==> src/sv/mpe_pkg.sv <==
// Shared types and constants for the MPE MIDI event parser.
// Holds the request and result layouts, register indexes and scaling constants.
// No dependencies.
package mpe_pkg;

  localparam int Channels = 16;
  localparam int ChanW    = $clog2(Channels);

  localparam logic [31:0] IdentityReset = 32'd1;
  localparam logic [31:0] IdentityLast  = 32'hFFFF_FFFF;

  localparam logic       ZoneActiveReset   = 1'b1;
  localparam logic [3:0] MemberCountReset  = 4'd15;
  localparam logic [6:0] MemberBendReset   = 7'd48;
  localparam logic [6:0] MasterBendReset   = 7'd2;
  localparam logic [6:0] TimbreCcReset     = 7'd74;
  localparam logic [7:0] TimbreLsbOffset   = 8'd32;

  // Half divisors used for round-to-nearest on odd divisors.
  localparam logic [9:0]  Half7     = 10'd63;
  localparam logic [16:0] Half14    = 17'd8191;
  localparam logic [23:0] HalfBend  = 24'd4095;
  localparam logic [13:0] BendDiv   = 14'd8191;
  localparam logic [13:0] BendCentre = 14'd8192;
  localparam logic [16:0] Unit7Gain = 17'd516;

  typedef enum logic [2:0] {
    CFG_ZONE_ACTIVE  = 3'd0,
    CFG_MEMBER_COUNT = 3'd1,
    CFG_MEMBER_BEND  = 3'd2,
    CFG_MASTER_BEND  = 3'd3,
    CFG_TIMBRE_CC    = 3'd4
  } cfg_reg_e;

  typedef enum logic [3:0] {
    MSG_NOTE_OFF = 4'h8,
    MSG_NOTE_ON  = 4'h9,
    MSG_CONTROL  = 4'hB,
    MSG_PRESSURE = 4'hD,
    MSG_BEND     = 4'hE
  } msg_type_e;

  typedef enum logic [1:0] {
    EV_NOTE_ON  = 2'd0,
    EV_NOTE_OFF = 2'd1,
    EV_EXPR     = 2'd2
  } event_kind_e;

  typedef enum logic [1:0] {
    DIM_PITCH    = 2'd0,
    DIM_PRESSURE = 2'd1,
    DIM_TIMBRE   = 2'd2
  } expr_dim_e;

  typedef enum logic [1:0] {
    SC_UNIT7  = 2'd0,
    SC_UNIT14 = 2'd1,
    SC_BEND   = 2'd2
  } scale_sel_e;

  typedef struct packed {
    scale_sel_e  sel;
    logic [13:0] operand;
    logic [6:0]  range;
  } scale_req_t;

  typedef struct packed {
    logic [31:0] frame_stamp;
    logic [1:0]  message_length;
    logic [6:0]  second_data;
    logic [6:0]  first_data;
    logic [7:0]  status_byte;
  } in_item_t;

  typedef struct packed {
    logic [31:0]        event_frame;
    logic signed [23:0] event_value;
    expr_dim_e          expression_dim;
    logic [6:0]         key_number;
    logic [31:0]        note_identity;
    logic [4:0]         channel_number;
    event_kind_e        event_kind;
  } out_item_t;

endpackage

==> src/sv/mpe_scale.sv <==
// Value scaling for the MPE MIDI event parser: 7-bit, 14-bit and pitch bend
// values to signed fixed point with 16 fraction bits, rounded to nearest.
// Depends on mpe_pkg.
module mpe_scale import mpe_pkg::*; (
  input  scale_req_t         req_i,
  output logic signed [23:0] value_o
);

  logic [9:0]  n7;
  logic [2:0]  q7;
  logic [16:0] u7;
  logic [16:0] n14;
  logic [2:0]  q14;
  logic [16:0] u14;
  logic        bend_up;
  logic [13:0] mag;
  logic [20:0] prod;
  logic [23:0] scaled;
  logic [23:0] nb;
  logic [10:0] qb0;
  logic [13:0] rb;
  logic [10:0] qb;
  logic [23:0] bend_val;

  always_comb begin
    // v * 65536 / 127 is 516 v plus 4 v / 127.
    n7  = {1'b0, req_i.operand[6:0], 2'b00} + Half7;
    q7  = 3'(n7 >= 10'd127) + 3'(n7 >= 10'd254) + 3'(n7 >= 10'd381) + 3'(n7 >= 10'd508);
    u7  = 17'(req_i.operand[6:0]) * Unit7Gain + 17'(q7);

    // w * 65536 / 16383 is 4 w plus 4 w / 16383.
    n14 = {1'b0, req_i.operand, 2'b00} + Half14;
    q14 = 3'(n14 >= 17'd16383) + 3'(n14 >= 17'd32766) + 3'(n14 >= 17'd49149)
        + 3'(n14 >= 17'd65532);
    u14 = {1'b0, req_i.operand, 2'b00} + 17'(q14);

    // Above the centre, p * 65536 / 8191 is 8 p plus 8 p / 8191, and the
    // division by 2^13 - 1 folds the high part back into the remainder.
    bend_up  = req_i.operand[13];
    mag      = bend_up ? {1'b0, req_i.operand[12:0]} : BendCentre - req_i.operand;
    prod     = 21'(mag) * 21'(req_i.range);
    scaled   = {prod, 3'b000};
    nb       = scaled + HalfBend;
    qb0      = nb[23:13];
    rb       = 14'(nb[12:0]) + 14'(qb0);
    qb       = qb0 + 11'(rb >= BendDiv);
    bend_val = bend_up ? scaled + 24'(qb) : 24'd0 - scaled;

    unique case (req_i.sel)
      SC_UNIT7:  value_o = signed'(24'(u7));
      SC_UNIT14: value_o = signed'(24'(u14));
      SC_BEND:   value_o = signed'(bend_val);
      default:   value_o = '0;
    endcase
  end

endmodule

==> src/sv/mpe_midi_event_parser.sv <==
// Top level of the MPE MIDI event parser (lower zone).
// Depends on mpe_pkg and mpe_scale.
//
// The parser takes one complete MIDI channel message per request and returns
// at most one note-on, note-off or note-expression event. A request is taken
// every cycle when the output side keeps up; each request is held in the
// input register until the result register can take it and then moves there,
// from which its event is offered on the output. Per-channel note ids,
// keys and timbre MSBs live in a 16-entry register file that is read and
// updated in the same cycle, so back-to-back messages on one channel see
// each other's effect.
// Configuration writes are taken at any time and must only happen while idle.
module mpe_midi_event_parser import mpe_pkg::*; (
  input  logic         clk_i,
  input  logic         rst_ni,
  input  logic         cfg_we_i,
  input  logic [2:0]   cfg_addr_i,
  input  logic [6:0]   cfg_wdata_i,
  input  logic         s_axis_tvalid_i,
  output logic         s_axis_tready_o,
  // status_byte[7:0], first_data[14:8], second_data[21:15],
  // message_length[23:22], frame_stamp[55:24]
  input  logic [55:0]  s_axis_tdata_i,
  output logic         m_axis_tvalid_o,
  input  logic         m_axis_tready_i,
  // event_kind[1:0], channel_number[6:2], note_identity[38:7], key_number[45:39],
  // expression_dim[47:46], event_value[71:48], event_frame[103:72]
  output logic [103:0] m_axis_tdata_o
);

  logic       zone_q;
  logic [3:0] member_count_q;
  logic [6:0] member_bend_q;
  logic [6:0] master_bend_q;
  logic [6:0] timbre_cc_q;

  logic        in_valid_q;
  in_item_t    in_q;
  logic        out_valid_q;
  out_item_t   out_q;
  logic        advance;

  logic [31:0] held_id_q [Channels];
  logic [31:0] held_id_d [Channels];
  logic [6:0]  held_key_q [Channels];
  logic [6:0]  held_key_d [Channels];
  logic [6:0]  msb_val_q [Channels];
  logic [6:0]  msb_val_d [Channels];
  logic [Channels-1:0] msb_seen_q;
  logic [Channels-1:0] msb_seen_d;
  logic [31:0] next_id_q;
  logic [31:0] next_id_d;

  logic [ChanW-1:0]   ch;
  logic               member;
  logic               emit;
  event_kind_e        kind;
  expr_dim_e          dim;
  logic [31:0]        id;
  logic [6:0]         key;
  scale_req_t         sreq;
  logic signed [23:0] svalue;
  logic               is_long;
  logic               key_match;
  logic [7:0]         lsb_cc;

  assign advance         = in_valid_q && (!out_valid_q || m_axis_tready_i);
  assign s_axis_tready_o = !in_valid_q || advance;
  assign m_axis_tvalid_o = out_valid_q;
  assign m_axis_tdata_o  = out_q;

  mpe_scale u_scale (
    .req_i   (sreq),
    .value_o (svalue)
  );

  always_comb begin
    ch        = in_q.status_byte[ChanW-1:0];
    member    = zone_q && (ch != '0) && (ch <= member_count_q);
    is_long   = in_q.message_length == 2'd3;
    key_match = held_key_q[ch] == in_q.first_data;
    lsb_cc    = {1'b0, timbre_cc_q} + TimbreLsbOffset;

    emit      = 1'b0;
    kind      = EV_EXPR;
    dim       = DIM_PITCH;
    id        = member ? held_id_q[ch] : '0;
    key       = '0;
    sreq.sel     = SC_UNIT7;
    sreq.operand = {7'd0, in_q.second_data};
    sreq.range   = member ? member_bend_q : master_bend_q;

    held_id_d  = held_id_q;
    held_key_d = held_key_q;
    msb_val_d  = msb_val_q;
    msb_seen_d = msb_seen_q;
    next_id_d  = next_id_q;

    if (in_q.message_length >= 2'd2 && in_q.status_byte[7] && in_q.status_byte[7:4] != 4'hF) begin
      unique case (msg_type_e'(in_q.status_byte[7:4]))
        MSG_NOTE_OFF, MSG_NOTE_ON: begin
          if (is_long) begin
            emit = 1'b1;
            key  = in_q.first_data;
            if (in_q.status_byte[7:4] == MSG_NOTE_OFF || in_q.second_data == '0) begin
              kind = EV_NOTE_OFF;
              id   = key_match ? held_id_q[ch] : '0;
              if (key_match) begin
                held_id_d[ch]  = '0;
                held_key_d[ch] = '0;
              end
            end else begin
              kind           = EV_NOTE_ON;
              id             = next_id_q;
              held_id_d[ch]  = next_id_q;
              held_key_d[ch] = in_q.first_data;
              if (next_id_q != IdentityLast) begin
                next_id_d = next_id_q + 32'd1;
              end
            end
          end
        end
        MSG_BEND: begin
          emit         = is_long;
          sreq.sel     = SC_BEND;
          sreq.operand = {in_q.second_data, in_q.first_data};
        end
        MSG_PRESSURE: begin
          emit         = 1'b1;
          dim          = DIM_PRESSURE;
          sreq.operand = {7'd0, in_q.first_data};
        end
        MSG_CONTROL: begin
          dim = DIM_TIMBRE;
          if (is_long) begin
            if ({1'b0, in_q.first_data} == lsb_cc) begin
              emit         = msb_seen_q[ch];
              sreq.sel     = SC_UNIT14;
              sreq.operand = {msb_val_q[ch], in_q.second_data};
            end else if (in_q.first_data == timbre_cc_q) begin
              emit           = 1'b1;
              msb_val_d[ch]  = in_q.second_data;
              msb_seen_d[ch] = 1'b1;
            end
          end
        end
        default: emit = 1'b0;
      endcase
    end
  end

  always_ff @(posedge clk_i or negedge rst_ni) begin
    if (!rst_ni) begin
      zone_q         <= ZoneActiveReset;
      member_count_q <= MemberCountReset;
      member_bend_q  <= MemberBendReset;
      master_bend_q  <= MasterBendReset;
      timbre_cc_q    <= TimbreCcReset;
    end else if (cfg_we_i) begin
      unique case (cfg_reg_e'(cfg_addr_i))
        CFG_ZONE_ACTIVE:  zone_q         <= cfg_wdata_i[0];
        CFG_MEMBER_COUNT: member_count_q <= cfg_wdata_i[3:0];
        CFG_MEMBER_BEND:  member_bend_q  <= cfg_wdata_i;
        CFG_MASTER_BEND:  master_bend_q  <= cfg_wdata_i;
        CFG_TIMBRE_CC:    timbre_cc_q    <= cfg_wdata_i;
        default:          zone_q         <= zone_q;
      endcase
    end
  end

  always_ff @(posedge clk_i or negedge rst_ni) begin
    if (!rst_ni) begin
      held_id_q  <= '{default: '0};
      held_key_q <= '{default: '0};
      msb_val_q  <= '{default: '0};
      msb_seen_q <= '0;
      next_id_q  <= IdentityReset;
    end else if (advance) begin
      held_id_q  <= held_id_d;
      held_key_q <= held_key_d;
      msb_val_q  <= msb_val_d;
      msb_seen_q <= msb_seen_d;
      next_id_q  <= next_id_d;
    end
  end

  always_ff @(posedge clk_i or negedge rst_ni) begin
    if (!rst_ni) begin
      in_valid_q  <= 1'b0;
      out_valid_q <= 1'b0;
    end else begin
      if (s_axis_tvalid_i && s_axis_tready_o) begin
        in_valid_q <= 1'b1;
      end else if (advance) begin
        in_valid_q <= 1'b0;
      end
      if (advance) begin
        out_valid_q <= emit;
      end else if (m_axis_tready_i) begin
        out_valid_q <= 1'b0;
      end
    end
  end

  always_ff @(posedge clk_i) begin
    if (s_axis_tvalid_i && s_axis_tready_o) begin
      in_q <= in_item_t'(s_axis_tdata_i);
    end
    if (advance && emit) begin
      out_q.event_kind     <= kind;
      out_q.channel_number <= 5'(ch) + 5'd1;
      out_q.note_identity  <= id;
      out_q.key_number     <= key;
      out_q.expression_dim <= dim;
      out_q.event_value    <= svalue;
      out_q.event_frame    <= in_q.frame_stamp;
    end
  end

endmodule
==> config.mk <==
export PLATFORM = sky130hd
export DESIGN_NAME = mpe_midi_event_parser
export DESIGN_NICKNAME = d
export VERILOG_FILES = /design/src/sv/mpe_pkg.sv /design/src/sv/mpe_scale.sv /design/src/sv/mpe_midi_event_parser.sv
export SDC_FILE = /design/constraint.sdc
export NUM_CORES = 2
export LEC_CHECK = 0
export ABC_AREA = 0
export BUFFER_PORTS_ARGS = -buffer_cell sky130_fd_sc_hd__buf_2
export CAP_MARGIN = 20
export CORE_ASPECT_RATIO = 1.2
export CORE_UTILIZATION = 41
export CTS_BUF_LIST = sky130_fd_sc_hd__clkbuf_4 sky130_fd_sc_hd__clkbuf_8
export DETAILED_ROUTE_END_ITERATION = 6
export SLEW_MARGIN = 20
export SYNTH_ARGS = -nofsm -noshare
export SYNTH_HDL_FRONTEND = slang
export SYNTH_SLANG_ARGS = --single-unit
==> constraint.sdc <==
create_clock -name clk_i -period 17.1 [get_ports clk_i]
set_input_delay 0.855 -clock clk_i [delete_from_list [all_inputs] [get_ports clk_i]]
set_output_delay 0.855 -clock clk_i [all_outputs]
set_load 0.005 [all_outputs]
==> impl_metrics.toml <==
[setup_path]
cp.arrival_ps = 15930
slowest_delay_ps = 670
worstPathRequired_ps = 17660
end_kind = "flop"
cpMaxStageDelayCell = "nor4_1"
startpoint_type = "flop"
crit_type = "reg -> reg"
crit_fanout = 18
cp_common_cell = "ha_1"

[drt]
wl_per_cell_um = 21.78
vias = 32060
viasPerCell = 5.444
drc_errors = 0
drt_iter0_markers = 2252
drt_wl_total_um = 128300
dr.pass1.iters = 6
ant_nets = 0

[grt]
antenna_found_initial = 3
grt_pass1_vias = 32310
globalRouteTotalUtil_pct = 22.30
grt_pass1_wl_um = 199900
grt_overflow = 0
grt_max_degree = 175

[finish]
nNetsFinal = 4445
drive_gt1_share_pct = 22.10
layout_commonest_cell = "dfrtp_1"
final_cell_mix = "dfrtp_1 (800), nand2_1 (776), o21ai_0 (681)"
synthToLayoutAreaGrowth_pct = 12.01

[yosys]
synth_ff_type = "dfrtp_1"
ys.warnings.count = 0
seq_area_frac_synth_pct = 53.09
syn_inst = 4141
ys_types = 87
ys_ff_latch = 972
synthArstFlopShare_pct = 83.54
synth_nets = 4353
avgSynthCellArea_sq_um = 11.43
synth_edf_count = 160
synth_area_sq_um = 47350

[cts]
cts_setup_buffers = 0
clk_path_buf_depth = 3
cts_resized = 0
clk_pin_slew_ps = 70
root_buffer = "clkbuf_8"
cts_buffers = 162
cts-htree-levels = 4
clock_latency_ps = 860
cts_tree = "done"
hold_buffers = 0
clock_sinks = 972

[die]
io_pins = 177
core_area_sq_um = 114500
die_y_um = 374.3
core.rowCount = 136
die-area_sq_um = 116900
die_w_um = 312.2
start_util_pct = 41.35

[timing]
setup_viol = 0
maxSlewHeadroom_pct = 25.15
drv_slew = 0
fmax_ghz = 0.06504
fin_crit_ps = 15380
worstMarginPinSlew_ps = 1123
rsz0062_at_grt = "no"
whs_ps = 123.3
tns_ps = 0
min_period_over_period_pct = 89.92
hold_viol_final = 0
skew_ps = 60.04

[worst_hold_path]
hold_path.class = "in -> async"

[status]
status = "finished, final reports clean"

[placed_design]
portBuffers = 176
place_congestion = 0.8936
hpwl_um = 77510

[flow_run]
cap_violations = 0
## final cells by class
type / instances / area (sq um)
Multi-Input combinational cell: 2769 / 20840
Clock buffer: 259 / 3139
Sequential cell: 972 / 25140
Antenna cell: 1 / 2.502
Clock inverter: 43 / 306.5
Tap cell: 1518 / 1899
Fill cell: 10610 / 61480
Timing Repair Buffer: 224 / 1325
Inverter: 104 / 390.4
## per-stage QoR
step | instance area [sq um] | util, % | setup slack, ps | std cells
floorplan | 47350 | - | 3027 | 4141
global placement | 49540 | 43.25 | 1974 | 5586
detailed placement | 49550 | 43.27 | 1911 | 5586
CTS | 53000 | 46.28 | 1877 | 5888
global route | 53040 | 46.31 | 874.8 | 5890
finish | 53040 | 46.31 | 1724 | 5890
## cells by family (layout without fill, tap and decap cells)
| logic type | after synthesis | after routing | synth area share [%] |
|---|---|---|---|
| AOI/OAI and AO/OA | 902 | 902 | 10.44 |
| xor gates and xnor gates | 129 | 129 | 2.431 |
| adders and majority gates | 141 | 141 | 4.709 |
| buffers and inverters | 400 | 630 | 3.345 |
| DFF | 972 | 972 | 53.09 |
| muxes | 396 | 396 | 15.04 |
| other | 0 | 1 | 0 |
| and+or+nand+nor | 1201 | 1201 | 10.94 |
## state kept, by name (all words and copies together), names as in the netlist, 16 cells and up
| register | count |
|---|---|
| held_id_q | 512 |
| held_key_q | 112 |
| msb_val_q | 112 |
| m_axis_tdata_o | 104 |
| in_q | 52 |
| next_id_q | 32 |
| msb_seen_q | 16 |
## metal layers
layer,vias to the layer above,wire (um),track usage [%]
met1,16310,55230,29.33
met2,721,64090,37.65
met3,211,5609,3.570
met5,-,26,0
met4,4,3327,7.075
li1,14820,-,-
## worst paths after layout
check                      cells after the start                          endpoint  slack, ps                from
setup / recovery                              52  m_axis_tdata_o[68]$_SDFFCE_PN0P_       1720   in_q[5]$_DFFE_PP_
hold / removal                                 1        held_id_q[176]$_DFFE_PN0P_        120              rst_ni
setup reg to reg                              52  m_axis_tdata_o[68]$_SDFFCE_PN0P_       1720   in_q[5]$_DFFE_PP_
hold reg to reg                                0      m_axis_tdata_o[90]$_DFFE_PP_        410  in_q[42]$_DFFE_PP_
max in group asynchronous                      4        held_id_q[393]$_DFFE_PN0P_      13780              rst_ni
min in group clk_i                             1                in_q[11]$_DFFE_PP_        190  s_axis_tdata_i[11]
## Yosys cell counts (all sizes together) (5+ instances only)
cell    number  area, sq um
a22oi        9        67.56
dfrtp      800        20020
o211a        5        50.05
or2         20        125.1
nor2b       10        62.56
fa          62         1241
nand3       38        195.2
a31o         5        43.79
nand2      791         2969
mux4       235         5330
nand2b      35        219.0
clkbuf     226        848.3
inv        104        390.4
a21boi      15        112.6
or3         12        80.08
edfxtp     160         4805
o31ai        9        67.56
nor3        23        120.1
mux2       142         1599
nand4       20        125.1
nor2       154        585.6
a31oi       11        68.82
dfstp       12        315.3
xnor2       91        804.5
o22ai       24        150.1
nor4        14        102.6
o221ai       5        43.79
a21o        21        157.7
o21ai      685         3428
a211oi       8        65.06
a21oi       64        320.3
buf         69        336.6
and3        22        137.6
and2        34        215.2
mux2i       19        193.9
and4         8        70.07
o21bai       7        52.55
xor2        37        324.1
ha          79        988.5
## worst max-delay path, delay by kind of cell, from the launching register on
| kind | cells | cell delay, ps |
|---|---|---|
| flip-flops | 1 | 580 |
| AO/OA/AOI/OAI | 18 | 4220 |
| adder cells (fa/ha/maj) | 10 | 3870 |
| XOR/XNOR | 4 | 1290 |
| multiplexers | 2 | 850 |
| AND/OR/NAND/NOR | 15 | 3990 |
| buffers and inverters | 3 | 280 |
Power is left out: the tool's default activity adds up to more than one toggle a clock period on the data nets, which glitch-free logic cannot reach.
